==> src/rtl/abs_pkg.sv <==
`default_nettype none
package abs_pkg;

  // input command codes
  localparam logic [1:0] CMD_BYTE    = 2'd0;
  localparam logic [1:0] CMD_ACK     = 2'd1;
  localparam logic [1:0] CMD_TIMEOUT = 2'd2;

  // job kinds passed from the front to the back
  localparam logic [1:0] JOB_PKT  = 2'd0;
  localparam logic [1:0] JOB_DROP = 2'd1;
  localparam logic [1:0] JOB_STOP = 2'd2;

  localparam int unsigned CMD_W   = 2;
  localparam int unsigned BYTE_W  = 8;
  localparam int unsigned WORD_W  = 32;
  localparam int unsigned PSUM_W  = 13;
  localparam int unsigned INDEX_W = 5;

  typedef struct packed {
    logic [1:0] kind;
    logic       seq;
    logic       stop_first;
  } job_t;

  function automatic logic [WORD_W-1:0] sext_byte(input logic [BYTE_W-1:0] b);
    sext_byte = {{(WORD_W-BYTE_W){b[BYTE_W-1]}}, b};
  endfunction

endpackage
`default_nettype wire

==> src/rtl/abs_out_if.sv <==
`default_nettype none
interface abs_out_if import abs_pkg::*; ();
  logic                       valid;
  logic                       ready;
  logic                       pkt_valid;
  logic        [INDEX_W-1:0]  word_index;
  logic signed [WORD_W-1:0]   word_value;
  logic                       timer_start;
  logic                       timer_stop;
  logic                       dropped;
  logic                       last;

  modport source (
    output valid, pkt_valid, word_index, word_value, timer_start, timer_stop, dropped, last,
    input  ready
  );
  modport sink (
    input  valid, pkt_valid, word_index, word_value, timer_start, timer_stop, dropped, last,
    output ready
  );
endinterface
`default_nettype wire

==> src/rtl/abs_back.sv <==
`default_nettype none
module abs_back import abs_pkg::*; #(
  parameter int unsigned PAYLOAD_BYTES = 20,
  parameter int unsigned SLOT_W        = 5,
  parameter int unsigned POS_W         = 5,
  parameter int unsigned SUM_W         = 13
) (
  input  wire logic                 clk,
  input  wire logic                 rst_n,
  // job pop from the queue
  input  wire logic                 job_empty,
  input  wire job_t                 job,
  input  wire logic [SLOT_W-1:0]    job_slot,
  output logic                      job_pop,
  // store read side
  output logic                      rd_en,
  output logic [SLOT_W-1:0]         rd_slot,
  output logic [POS_W-1:0]          rd_pos,
  input  wire logic [BYTE_W-1:0]    byte_rd,
  input  wire logic signed [SUM_W-1:0] sum_rd,
  abs_out_if.source                 out_if
);
  localparam int unsigned F_W    = $clog2(PAYLOAD_BYTES + 3);
  localparam int unsigned F_LAST = PAYLOAD_BYTES + 2;

  logic              busy_r;
  job_t              cur_r;
  logic [SLOT_W-1:0] slot_r;
  logic [F_W-1:0]    f_r;
  logic [F_W-1:0]    f_m3;

  logic              v2_r;
  job_t              job2_r;
  logic [F_W-1:0]    idx2_r;

  logic              o_valid_r, o_pkt_r, o_start_r, o_stop_r, o_drop_r, o_last_r;
  logic [INDEX_W-1:0] o_index_r;
  logic [WORD_W-1:0] o_value_r;

  logic              advance, issue_end;
  logic              w_pkt, w_start, w_stop, w_drop, w_last;
  logic [INDEX_W-1:0] w_index;
  logic [WORD_W-1:0] w_value;

  assign advance   = !o_valid_r || out_if.ready;
  assign job_pop   = !busy_r && !job_empty;
  assign issue_end = (cur_r.kind != JOB_PKT) || (f_r == F_W'(F_LAST));

  assign f_m3    = f_r - F_W'(3);
  assign rd_en   = advance && busy_r;
  assign rd_slot = slot_r;
  assign rd_pos  = f_m3[POS_W-1:0];

  // sequencer: one word issued per advance
  always_ff @(posedge clk) begin
    if (!rst_n) begin
      busy_r <= 1'b0;
      v2_r   <= 1'b0;
    end else begin
      if (job_pop) begin
        busy_r <= 1'b1;
      end else if (advance && busy_r && issue_end) begin
        busy_r <= 1'b0;
      end
      if (advance) begin
        v2_r <= busy_r;
      end
    end
  end

  always_ff @(posedge clk) begin
    if (job_pop) begin
      cur_r  <= job;
      slot_r <= job_slot;
      f_r    <= '0;
    end else if (advance && busy_r) begin
      f_r <= f_r + 1'b1;
    end
    if (advance) begin
      job2_r <= cur_r;
      idx2_r <= f_r;
    end
  end

  // form the word once the store data has landed
  always_comb begin
    w_pkt   = 1'b0;
    w_index = '0;
    w_value = '0;
    w_start = 1'b0;
    w_stop  = 1'b0;
    w_drop  = 1'b0;
    w_last  = 1'b1;
    unique case (job2_r.kind)
      JOB_PKT: begin
        w_pkt   = 1'b1;
        w_index = INDEX_W'(idx2_r);
        w_start = (idx2_r == F_W'(F_LAST));
        w_last  = w_start;
        w_stop  = job2_r.stop_first && (idx2_r == '0);
        if (idx2_r == '0) begin
          w_value = WORD_W'(job2_r.seq);
        end else if (idx2_r == F_W'(1)) begin
          w_value = '0;
        end else if (idx2_r == F_W'(2)) begin
          w_value = WORD_W'(job2_r.seq)
                  + {{(WORD_W-SUM_W){sum_rd[SUM_W-1]}}, sum_rd};
        end else begin
          w_value = sext_byte(byte_rd);
        end
      end
      JOB_DROP: w_drop = 1'b1;
      JOB_STOP: w_stop = 1'b1;
      default: ;
    endcase
  end

  always_ff @(posedge clk) begin
    if (!rst_n) begin
      o_valid_r <= 1'b0;
    end else if (advance) begin
      o_valid_r <= v2_r;
    end
  end

  always_ff @(posedge clk) begin
    if (advance) begin
      o_pkt_r   <= w_pkt;
      o_index_r <= w_index;
      o_value_r <= w_value;
      o_start_r <= w_start;
      o_stop_r  <= w_stop;
      o_drop_r  <= w_drop;
      o_last_r  <= w_last;
    end
  end

  assign out_if.valid       = o_valid_r;
  assign out_if.pkt_valid   = o_pkt_r;
  assign out_if.word_index  = o_index_r;
  assign out_if.word_value  = o_value_r;
  assign out_if.timer_start = o_start_r;
  assign out_if.timer_stop  = o_stop_r;
  assign out_if.dropped     = o_drop_r;
  assign out_if.last        = o_last_r;
endmodule
`default_nettype wire

==> src/flat_wrapper.sv <==
// flat-port wrapper written by rule: the top's interface ports become plain ports
module abs_back_flat import abs_pkg::*;
#(
  parameter int unsigned PAYLOAD_BYTES = 20,
  parameter int unsigned SLOT_W        = 5,
  parameter int unsigned POS_W         = 5,
  parameter int unsigned SUM_W         = 13
)
  (clk, rst_n, job_empty, job, job_slot, job_pop, rd_en, rd_slot, rd_pos, byte_rd, sum_rd, out_if_valid, out_if_pkt_valid, out_if_word_index, out_if_word_value, out_if_timer_start, out_if_timer_stop, out_if_dropped, out_if_last, out_if_ready);
  abs_out_if out_if_i ();
  input  wire logic clk;
  input  wire logic rst_n;
  input  wire logic job_empty;
  input  wire job_t job;
  input  wire logic [SLOT_W-1:0] job_slot;
  output logic job_pop;
  output logic rd_en;
  output logic [SLOT_W-1:0] rd_slot;
  output logic [POS_W-1:0] rd_pos;
  input  wire logic [BYTE_W-1:0] byte_rd;
  input  wire logic signed [SUM_W-1:0] sum_rd;
  output wire logic [$bits(out_if_i.valid)-1:0] out_if_valid;
  output wire logic [$bits(out_if_i.pkt_valid)-1:0] out_if_pkt_valid;
  output wire logic [$bits(out_if_i.word_index)-1:0] out_if_word_index;
  output wire logic [$bits(out_if_i.word_value)-1:0] out_if_word_value;
  output wire logic [$bits(out_if_i.timer_start)-1:0] out_if_timer_start;
  output wire logic [$bits(out_if_i.timer_stop)-1:0] out_if_timer_stop;
  output wire logic [$bits(out_if_i.dropped)-1:0] out_if_dropped;
  output wire logic [$bits(out_if_i.last)-1:0] out_if_last;
  input wire logic [$bits(out_if_i.ready)-1:0] out_if_ready;
  assign out_if_valid = out_if_i.valid;
  assign out_if_pkt_valid = out_if_i.pkt_valid;
  assign out_if_word_index = out_if_i.word_index;
  assign out_if_word_value = out_if_i.word_value;
  assign out_if_timer_start = out_if_i.timer_start;
  assign out_if_timer_stop = out_if_i.timer_stop;
  assign out_if_dropped = out_if_i.dropped;
  assign out_if_last = out_if_i.last;
  assign out_if_i.ready = out_if_ready;
  abs_back #(.PAYLOAD_BYTES(PAYLOAD_BYTES), .SLOT_W(SLOT_W), .POS_W(POS_W), .SUM_W(SUM_W)) u_core (.clk(clk), .rst_n(rst_n), .job_empty(job_empty), .job(job), .job_slot(job_slot), .job_pop(job_pop), .rd_en(rd_en), .rd_slot(rd_slot), .rd_pos(rd_pos), .byte_rd(byte_rd), .sum_rd(sum_rd), .out_if(out_if_i));
endmodule
==> config.mk <==
export PLATFORM = sky130hd
export DESIGN_NAME = abs_back_flat
export DESIGN_NICKNAME = d
export VERILOG_FILES = /design/src/rtl/abs_pkg.sv /design/src/rtl/abs_out_if.sv /design/src/rtl/abs_back.sv /design/src/flat_wrapper.sv
export SDC_FILE = /design/constraint.sdc
export NUM_CORES = 1
export LEC_CHECK = 0
export ABC_AREA = 1
export BUFFER_PORTS_ARGS = -buffer_cell sky130_fd_sc_hd__buf_4
export CELL_PAD_IN_SITES_DETAIL_PLACEMENT = 0
export CELL_PAD_IN_SITES_GLOBAL_PLACEMENT = 1
export CORE_MARGIN = 4
export CORE_UTILIZATION = 41
export CTS_BUF_LIST = sky130_fd_sc_hd__clkbuf_8
export CTS_CLUSTER_DIAMETER = 120
export DETAILED_ROUTE_END_ITERATION = 8
export PLACE_DENSITY_LB_ADDON = 0.1
export SYNTH_ARGS = -nofsm -noshare
export SYNTH_HDL_FRONTEND = slang
export SYNTH_SLANG_ARGS = --single-unit
export TNS_END_PERCENT = 5
==> constraint.sdc <==
create_clock -name clk -period 4.2 [get_ports clk]
set_clock_uncertainty 0.05 [all_clocks]
set_input_delay 0.21 -clock clk [delete_from_list [all_inputs] [get_ports clk]]
set_output_delay 0.21 -clock clk [all_outputs]
set_load 0.05 [all_outputs]
# --- Word level (Yosys, flattened, before mapping) ---
# Index checks and enable logic that the tools add are counted.
op_classes:
  n_eq_ne: 6
  n_bitwise: 1
  n_addsub: 3
  mux: 8
  reduce_logical: 14
ops:
  columns: ["operator", "n"]
  rows:
  - ["$mux 32", 1]
  - ["$add 2x13->14", 1]
  - ["$eq 5x5->1 const B", 2]
  - ["$mux 1", 6]
  - ["$add 5x1->5 const B", 1]
  - ["$eq 5x1->1 const B", 1]
  - ["$eq 5x2->1 const B", 1]
  - ["$logic_not 5->1", 1]
  - ["$sub 5x2->5 const B", 1]
  - ["$logic_and 1x1->1", 4]
  - ["$reduce_bool 2->1", 2]
  - ["$logic_not 1->1", 3]
  - ["$reduce_or 3->1", 1]
  - ["$eq 2x1->1 const B", 1]
  - ["$eq 2x2->1 const B", 1]
  - ["$logic_not 2->1", 1]
  - ["$logic_or 1x1->1", 2]
  - ["$pmux 1 s2", 1]
  - ["$not 1->1", 1]
word_totals:
  word_cells: 52
  input_bits: 34
  ff_bits: 68

# --- Logic depth before layout (Yosys ltp) ---
# Gate-level depths: netlist of the first run.
logic_depth:
  word_depth: 6
  mapped_depth: 10

# --- Least setup slack after synthesis of the first run ---
# No wires, ideal clock.
synth_path:
  kind: "register to output"
  start: "register u_core.f_r[0]"
  end: "output port rd_pos[4]"
  setup_slack_ns: 2.247
  path_stages_with_launch: 5
  arrival_time_ns: 1.693
  required_time_ns: 3.940
  cell_sequence: "dfxtp_1 -> ha_1 -> or2_2 -> nor2_1 -> xor2_1"
synth_between:
  elab_chain_len: 1
synth_lines:
  columns: ["element", "line", "text"]
  rows:
  - ["start, declared", "abs_back.sv:29", "logic [F_W-1:0] f_r;"]
  - ["start signal, assigned", "abs_back.sv:77", "f_r <= f_r + 1'b1;"]
  - ["$sub 5x2->5", "abs_back.sv:49", "assign f_m3 = f_r - F_W'(3);"]
  - ["end, declared", "flat_wrapper.sv:19", "output logic [POS_W-1:0] rd_pos;"]
# No other way between the ends.

# --- Worst setup path after layout of the first run ---
layout_path:
  start: "register u_core.busy_r"
  end: "output port job_pop"
layout_between:
  elab_chain_len: 2
layout_lines:
  columns: ["element", "line", "text"]
  rows:
  - ["start, declared", "abs_back.sv:26", "logic busy_r;"]
  - ["start signal, assigned", "abs_back.sv:57", "busy_r <= 1'b0;"]
  - ["start signal, assigned", "abs_back.sv:61", "busy_r <= 1'b1;"]
  - ["start signal, assigned", "abs_back.sv:63", "busy_r <= 1'b0;"]
  - ["$logic_not 1->1", "abs_back.sv:46", "assign job_pop = !busy_r && !job_empty;"]
  - ["$logic_and 1x1->1", "abs_back.sv:46", null]
  - ["end, declared", "flat_wrapper.sv:16", "output logic job_pop;"]
# No other way between the ends.

==> metrics.md, run 1 <==
| Metric | Value |
|---|---|
| Global-route track usage on met3 | 0.0320 |
| Setup tns final | 0 ps |
| Kind of critical path | reg2out |
| Met1 usage in global routing | 0.171 |
| Overall global routing resource usage | 0.136 |
| Final GP Congestion | 0.829 |
| Total core area | around 0.0056 mm² |
| Area of the mapped netlist | 0.00244 mm² |
| Final Max Tran Viols | 0 |
| Worst slew margin relative to its limit | 0.393 |
| Destination of the critical timing path | job_pop |
| Share of layout cells above drive strength 1 | 0.390 |
| Total Die Area | 0.00726 mm² |
| Die outline width | 85.2 µm |
| Final setup slack of the worst path | 2240 ps |
| Pin count of the biggest net entering global routing | 34 |
| Root Buffer Master | sky130_fd_sc_hd__clkbuf_8 |
| Total count of hold-check failures in the final report | 0 |
| Initial antenna violation count | 0 |
| End of the worst register-to-register path | u_core.out_if.word_value[12]$_SDFFCE_PP0N_ |
| Clock slew at reported path FFs | roughly 100 ps |
| MaxCap Viol Count | 0 |
| Fraction of the cycle the final worst path needs | 0.466 |
| Area Overhead vs Synth | 30.5% |
| Total wire length after detailed routing | 4800 µm |
| Total number of yosys warnings | 0 |
| Cts bufs inserted | 5 |
| Library cell with the largest summed area after synthesis | sky130_fd_sc_hd__edfxtp_1 |
| Number of antenna diodes | 0 |
| Starting utilization of the core area | 0.433 |
| Worst-case hold slack | 27.6 ps |
| First-pass GRT wire length | 7970 µm |
| CP required | 3940 ps |
| Slack of the worst reg-to-reg path | 2550 ps |
| Critical Path Start Type | register |
| Launching element of the worst setup path | u_core.busy_r$_SDFFE_PN0P_ |
| Die height | 85.2 µm |
| Antenna-violating nets left | 0 |
| Detailed-route DRC error count | 0 |
| Detailed-routing iteration count for the pre-antenna-repair pass | 4 |
| Clock network latency to the later pin of the worst-skew pair | 300 ps |
| Result of the run | completed |
| RSZ-0062 raised after global routing | no |
| Via count of the first global-routing pass | 1,683 |
| Maximum ir drop on the vdd rail | 0.000291 V |
| R2R depth | 10 |
| Total Nets Final | 352 |
| Power per cell area | 418 mW/mm² |
| Number of synthesized register bits | 50 |
| Worst Path Arrival | 1700 ps |
| Post-Synthesis Cells | 233 |
| Vias per cell | ~4.7 |
| Hold-critical path depth | 1 |
| Worst hold path type | in2reg |
| Via count | approximately 1.8k |
| Post-synthesis net count | 271 |
| GRT busiest layer | met2 |
| Leading cell types by total area after synthesis | sky130_fd_sc_hd__edfxtp_1 52%, sky130_fd_sc_hd__dfxtp_1 6.6%, sky130_fd_sc_hd__buf_4 5.5% |
| Syn avg cell area | 10.5 µm² |
| Cell row count | 27 |
| Max Clk Rate | between 500 and 600 MHz |
| Setup WS pre-CTS | 2550 ps |
| Clock tree from TritonCTS | done |
| Startpoint of the most critical register-to-register path | u_core.job2_r[1]$_DFFE_PN_ |
| Global routing usage on met2 | 0.232 |
| Initial DRC count | 96 |
| Critical path endpoint category | primary output |
| Final count of negative-setup-slack endpoints | 0 |
| Routed WL per cell | 12.4 µm |
| Transition time at the pin with the least slew margin | 907 ps |
| Overall overflow remaining after global route | 0 |
| Peak fanout along the critical path | 13 |
| Distinct cell type count after synthesis | 28 |
| I/O pin count | 89 |
| Maximum number of buffers from clock root to sink | 2 |
| Port bufs | 88 |
| Sequential area share after synthesis | 0.582 |
| H-Tree Level Count | 2 |
| Leak Pwr | 1.43 nW |
| Area share of the largest cell type after synthesis | 0.516 |
| Post-layout minimum cycle time | between 1500 and 2000 ps |
| DP Wirelength | 3760 µm |
| Clk sinks | 50 |
per-layer routing:
metal  part of all wire  vias to the layer above  wire [µm]
li1                   -                      933          -
met1               0.42                      814       2000
met2               0.49                       73       2360
met3              0.085                        2        410
met4             0.0052                        0         25
met5                  0                        -          0
logic make-up (layout without fill, tap and decap cells):
| family | Yosys count | after routing | share of synthesized area |
|---|---|---|---|
| fa+ha+maj | 4 | 4 | 0.0205 |
| compound gates | 31 | 31 | 0.0707 |
| xor+xnor | 8 | 8 | 0.0287 |
| flops | 50 | 50 | 0.582 |
| simple gates | 92 | 92 | 0.191 |
| buf+inv | 48 | 130 | 0.107 |
registers in the layout (all words and copies together), names as in the netlist:
name and count:
u_core.busy_r 1, u_core.cur_r 4, u_core.f_r 5, u_core.idx2_r 5
u_core.job2_r 4, u_core.out_if.dropped 1, u_core.out_if.last 1, u_core.out_if.pkt_valid 1
u_core.out_if.timer_start 1, u_core.out_if.timer_stop 1, u_core.out_if.valid 1, u_core.out_if.word_index 5
u_core.out_if.word_value 14, u_core.rd_slot 5, u_core.v2_r 1
worst min-delay path by stage:
stage,start,end,slack [ps]
2_1_floorplan,job[0],u_core.cur_r[0]$_DFFE_PP_,260
3_3_place_gp,job_slot[2],u_core.rd_slot[2]$_DFFE_PP_,340
3_5_place_dp,job[0],u_core.cur_r[0]$_DFFE_PP_,340
4_1_cts,job_slot[3],u_core.rd_slot[3]$_DFFE_PP_,10
5_1_grt,job[2],u_core.cur_r[2]$_DFFE_PP_,0.6
6_report,job[3],u_core.cur_r[3]$_DFFE_PP_,30
cells in the final DEF (no fill, tap or decap), types with 3 or more instances in the layout:
| master | n |
|---|---|
| sky130_fd_sc_hd__dfxtp_1 | 8 |
| sky130_fd_sc_hd__a21oi_1 | 15 |
| sky130_fd_sc_hd__inv_1 | 22 |
| sky130_fd_sc_hd__nand3_2 | 5 |
| sky130_fd_sc_hd__xor2_1 | 4 |
| sky130_fd_sc_hd__clkbuf_8 | 5 |
| sky130_fd_sc_hd__nand2_1 | 26 |
| sky130_fd_sc_hd__ha_1 | 4 |
| sky130_fd_sc_hd__nor2_4 | 3 |
| sky130_fd_sc_hd__inv_2 | 6 |
| sky130_fd_sc_hd__nor2_2 | 5 |
| sky130_fd_sc_hd__nor2_1 | 27 |
| sky130_fd_sc_hd__buf_4 | 89 |
| sky130_fd_sc_hd__edfxtp_1 | 42 |
| sky130_fd_sc_hd__o21ai_0 | 8 |
| sky130_fd_sc_hd__nor3_1 | 3 |
| sky130_fd_sc_hd__nand4_1 | 4 |
| sky130_fd_sc_hd__nand3_1 | 15 |
| sky130_fd_sc_hd__xnor2_1 | 4 |
| sky130_fd_sc_hd__dlygate4sd3_1 | 4 |
cell usage after synthesis:
| master | instances |
|---|---|
| sky130_fd_sc_hd__nor2_8 | 1 |
| sky130_fd_sc_hd__o21ai_1 | 1 |
| sky130_fd_sc_hd__a21oi_1 | 15 |
| sky130_fd_sc_hd__nand4_1 | 4 |
| sky130_fd_sc_hd__ha_1 | 4 |
| sky130_fd_sc_hd__buf_4 | 18 |
| sky130_fd_sc_hd__nor2_4 | 3 |
| sky130_fd_sc_hd__nand3_2 | 5 |
| sky130_fd_sc_hd__inv_1 | 22 |
| sky130_fd_sc_hd__o22ai_1 | 2 |
| sky130_fd_sc_hd__inv_4 | 1 |
| sky130_fd_sc_hd__nor2_1 | 27 |
| sky130_fd_sc_hd__nand2_2 | 2 |
| sky130_fd_sc_hd__nor3_1 | 3 |
| sky130_fd_sc_hd__nor2_2 | 5 |
| sky130_fd_sc_hd__nand2_1 | 26 |
| sky130_fd_sc_hd__a211oi_1 | 2 |
| sky130_fd_sc_hd__nand3_1 | 15 |
| sky130_fd_sc_hd__a21oi_2 | 2 |
| sky130_fd_sc_hd__inv_2 | 6 |
| sky130_fd_sc_hd__or2_2 | 1 |
| sky130_fd_sc_hd__o21ai_0 | 8 |
| sky130_fd_sc_hd__xor2_1 | 4 |
| sky130_fd_sc_hd__edfxtp_1 | 42 |
| sky130_fd_sc_hd__dfxtp_1 | 8 |
| sky130_fd_sc_hd__buf_8 | 1 |
| sky130_fd_sc_hd__a21o_1 | 1 |
| sky130_fd_sc_hd__xnor2_1 | 4 |
critical path: stages (launching register included):
cell                      delay (ps)
sky130_fd_sc_hd__dfxtp_1         350
sky130_fd_sc_hd__nor2_1          710
sky130_fd_sc_hd__buf_4           340
power breakdown:
| part | internal [W] | switching, W | total, W |
|---|---|---|---|
| combinational | 0.000128 | 0.000303 | 0.000431 |
| sequential | 0.000585 | 0.0000278 | 0.000613 |
| clock | 0.000125 | 0.000167 | 0.000291 |
area by class of cell:
| type | count | area (µm²) |
|---|---|---|
| Multi-Input combinational cell | 135 | 761 |
| Sequential cell | 50 | 1420 |
| Clock inverter | 3 | 28.8 |
| Tap cell | 72 | 90.1 |
| Timing Repair Buffer | 93 | 708 |
| Fill cell | 531 | 2450 |
| Inverter | 29 | 111 |
| Clock buffer | 5 | 68.8 |
what timing repair did:
| action | in CTS | in global routing |
|---|---|---|
| hold endpoints to repair | 0 | 4 |
| resized for setup | 0 | 0 |
| buffers inserted | 0 | 0 |
| hold buffers | 0 | 4 |
per-stage QoR:
step                instance area (µm²)  instances  utilization  total power (W)
floorplan                          2440        233            -         0.000943
global placement                   3050        375        0.541          0.00105
detailed placement                 3050        375        0.541          0.00106
CTS                                3150        383        0.558          0.00135
global route                       3190        387        0.565          0.00141
finish                             3190        387        0.565          0.00133
(Power assumes the default switching activity.)
==> run 2, diff against run 1 <==
Settings changed: CORE_UTILIZATION 41 to 35.
Clock period 4.2 ns to 1.65 ns, I/O delays scaled along.
==> metrics.md, run 2 (same netlist as run 1, synthesis figures left out) <==
| Metric | Value |
|---|---|
| Total wire length after detailed routing | approximately 5100 µm |
| Total core area | 0.00679 mm² |
| Met1 usage in global routing | 0.148 |
| Overall overflow remaining after global route | 0 |
| GRT busiest layer | met2 |
| Area Overhead vs Synth | 40.1% |
| Max Clk Rate | ~600 MHz |
| I/O pin count | between 80 and 90 |
| Die outline width | 91.6 µm |
| Slack of the worst reg-to-reg path | 100 ps |
| Vias per cell | 4.35 |
| Final count of negative-setup-slack endpoints | 1 |
| Setup tns final | -11.5 ps |
| Port bufs | 88 |
| Result of the run | complete, but fails checks |
| Clk sinks | 50 |
| Pwr Total | about 0.0036 W |
| Share of layout cells above drive strength 1 | 0.421 |
| Leak Pwr | 1.52 nW |
| Transition time at the pin with the least slew margin | slightly below 500 ps |
| Worst-case hold slack | 61.8 ps |
| Post-layout minimum cycle time | 1660 ps |
| Global-route track usage on met3 | 0.0431 |
| Via count | roughly 1.9k |
| Violated checks | setup timing |
| Most common library cell in the layout ignoring fill and taps | sky130_fd_sc_hd__buf_4 |
| Total Nets Final | 367 |
| Maximum number of buffers from clock root to sink | 2 |
| Critical path endpoint category | primary output |
| Starting utilization of the core area | 0.360 |
| Initial antenna violation count | 0 |
| Overall global routing resource usage | 0.124 |
| Clock tree from TritonCTS | done |
| Kind of critical path | reg2out |
| MaxCap Viol Count | 0 |
| Die height | 91.6 µm |
| Critical Path Start Type | register |
| Commonest cells after routing, fill and taps aside | 95 x sky130_fd_sc_hd__buf_4, 42 x sky130_fd_sc_hd__edfxtp_1, 25 x sky130_fd_sc_hd__nor2_1, 25 x sky130_fd_sc_hd__nand2_1, 22 x sky130_fd_sc_hd__inv_1 |
| Detailed-route DRC error count | 0 |
| Power per cell area | 1060 mW/mm² |
| Cts bufs inserted | 5 |
| Root Buffer Master | sky130_fd_sc_hd__clkbuf_8 |
| Clock slew at reported path FFs | ~100 ps |
| Setup WS pre-CTS | 41.2 ps |
| Final Max Tran Viols | 0 |
| Flip-flop count of the largest register after layout | 14 |
| Peak fanout along the critical path | 2 |
| Routed WL per cell | 12.0 µm |
| Fraction of the cycle the final worst path needs | 1.01 |
| Number of antenna diodes | 0 |
| Pin count of the biggest net entering global routing | 34 |
| Detailed-routing iteration count for the pre-antenna-repair pass | 4 |
| Worst Path Arrival | 1530 ps |
| Maximum ir drop on the vdd rail | 0.000554 V |
| CP required | 1520 ps |
| Total count of hold-check failures in the final report | 0 |
| Antenna-violating nets left | 0 |
| Final setup slack of the worst path | -11.5 ps |
| First-pass GRT wire length | 8290 µm |
| Clock network latency to the later pin of the worst-skew pair | 300 ps |
| H-Tree Level Count | 2 |
| Initial DRC count | 44 |
| Global routing usage on met2 | 0.206 |
| Worst hold path type | in2reg |
| Final GP Congestion | 0.837 |
| Via count of the first global-routing pass | 1,767 |
| DP Wirelength | 3830 µm |
| Cell row count | 30 |
| Worst slew margin relative to its limit | 0.677 |
| Total Die Area | 0.00838 mm² |
| RSZ-0062 raised after global routing | yes |
==> run 2: layout make-up <==
class	instances	area (µm²)
Clock buffer	5	68.8
Clock inverter	3	47.5
Fill cell	631	3370
Inverter	29	111
Multi-Input combinational cell	135	795
Sequential cell	50	1430
Tap cell	96	120
Timing Repair Buffer	108	855
==> run 2: path summary, 6_finish.rpt <==
path | startpoint | end | depth (start not counted)
hold reg to reg | u_core.cur_r[1]$_DFFE_PP_ | u_core.job2_r[1]$_DFFE_PN_ | 0
hold / removal | out_if_ready | u_core.v2_r$_SDFFE_PN0N_ | 4
setup / recovery | u_core.f_r[0]$_SDFFE_PP0P_ | rd_pos[4] | 5
setup reg to reg | u_core.job2_r[1]$_DFFE_PN_ | u_core.out_if.word_value[12]$_SDFFCE_PP0N_ | 10
==> run 2: worst max-delay path: stages (launching register included) <==
cell	delay, ps
sky130_fd_sc_hd__dfxtp_4	360
sky130_fd_sc_hd__ha_4	150
sky130_fd_sc_hd__or2_4	240
sky130_fd_sc_hd__nor2_4	80
sky130_fd_sc_hd__xor2_1	170
sky130_fd_sc_hd__buf_4	220
==> run 2: repair_timing <==
item	CTS	global route
pin swaps	2	1
hold endpoints to repair	12	0
gates resized for setup	7	5
endpoints found under the setup margin	1	7
hold buffers	11	0
setup buffers	2	1
==> run 2: power by group <==
part           internal (W)  switching (W)  total, W
logic              0.000379       0.000801   0.00118
clock network      0.000463       0.000436  0.000899
registers           0.00149      0.0000652   0.00156
==> run 2: per-layer routing <==
| layer | part of all wire | routed length (µm) |
|---|---|---|
| met1 | 0.41 | 2110 |
| met2 | 0.49 | 2490 |
| met3 | 0.088 | 450 |
| met4 | 0.012 | 61 |
| met5 | 0 | 0 |
==> run 2: per-stage QoR <==
| stage | std cells | cell area (µm²) | util |
|---|---|---|---|
| after floorplan | 233 | 2450 | - |
| after global placement | 404 | 3130 | 0.461 |
| after detailed placement | 404 | 3130 | 0.461 |
| after CTS | 425 | 3400 | 0.500 |
| after global routing | 426 | 3420 | 0.504 |
| final | 426 | 3420 | 0.504 |
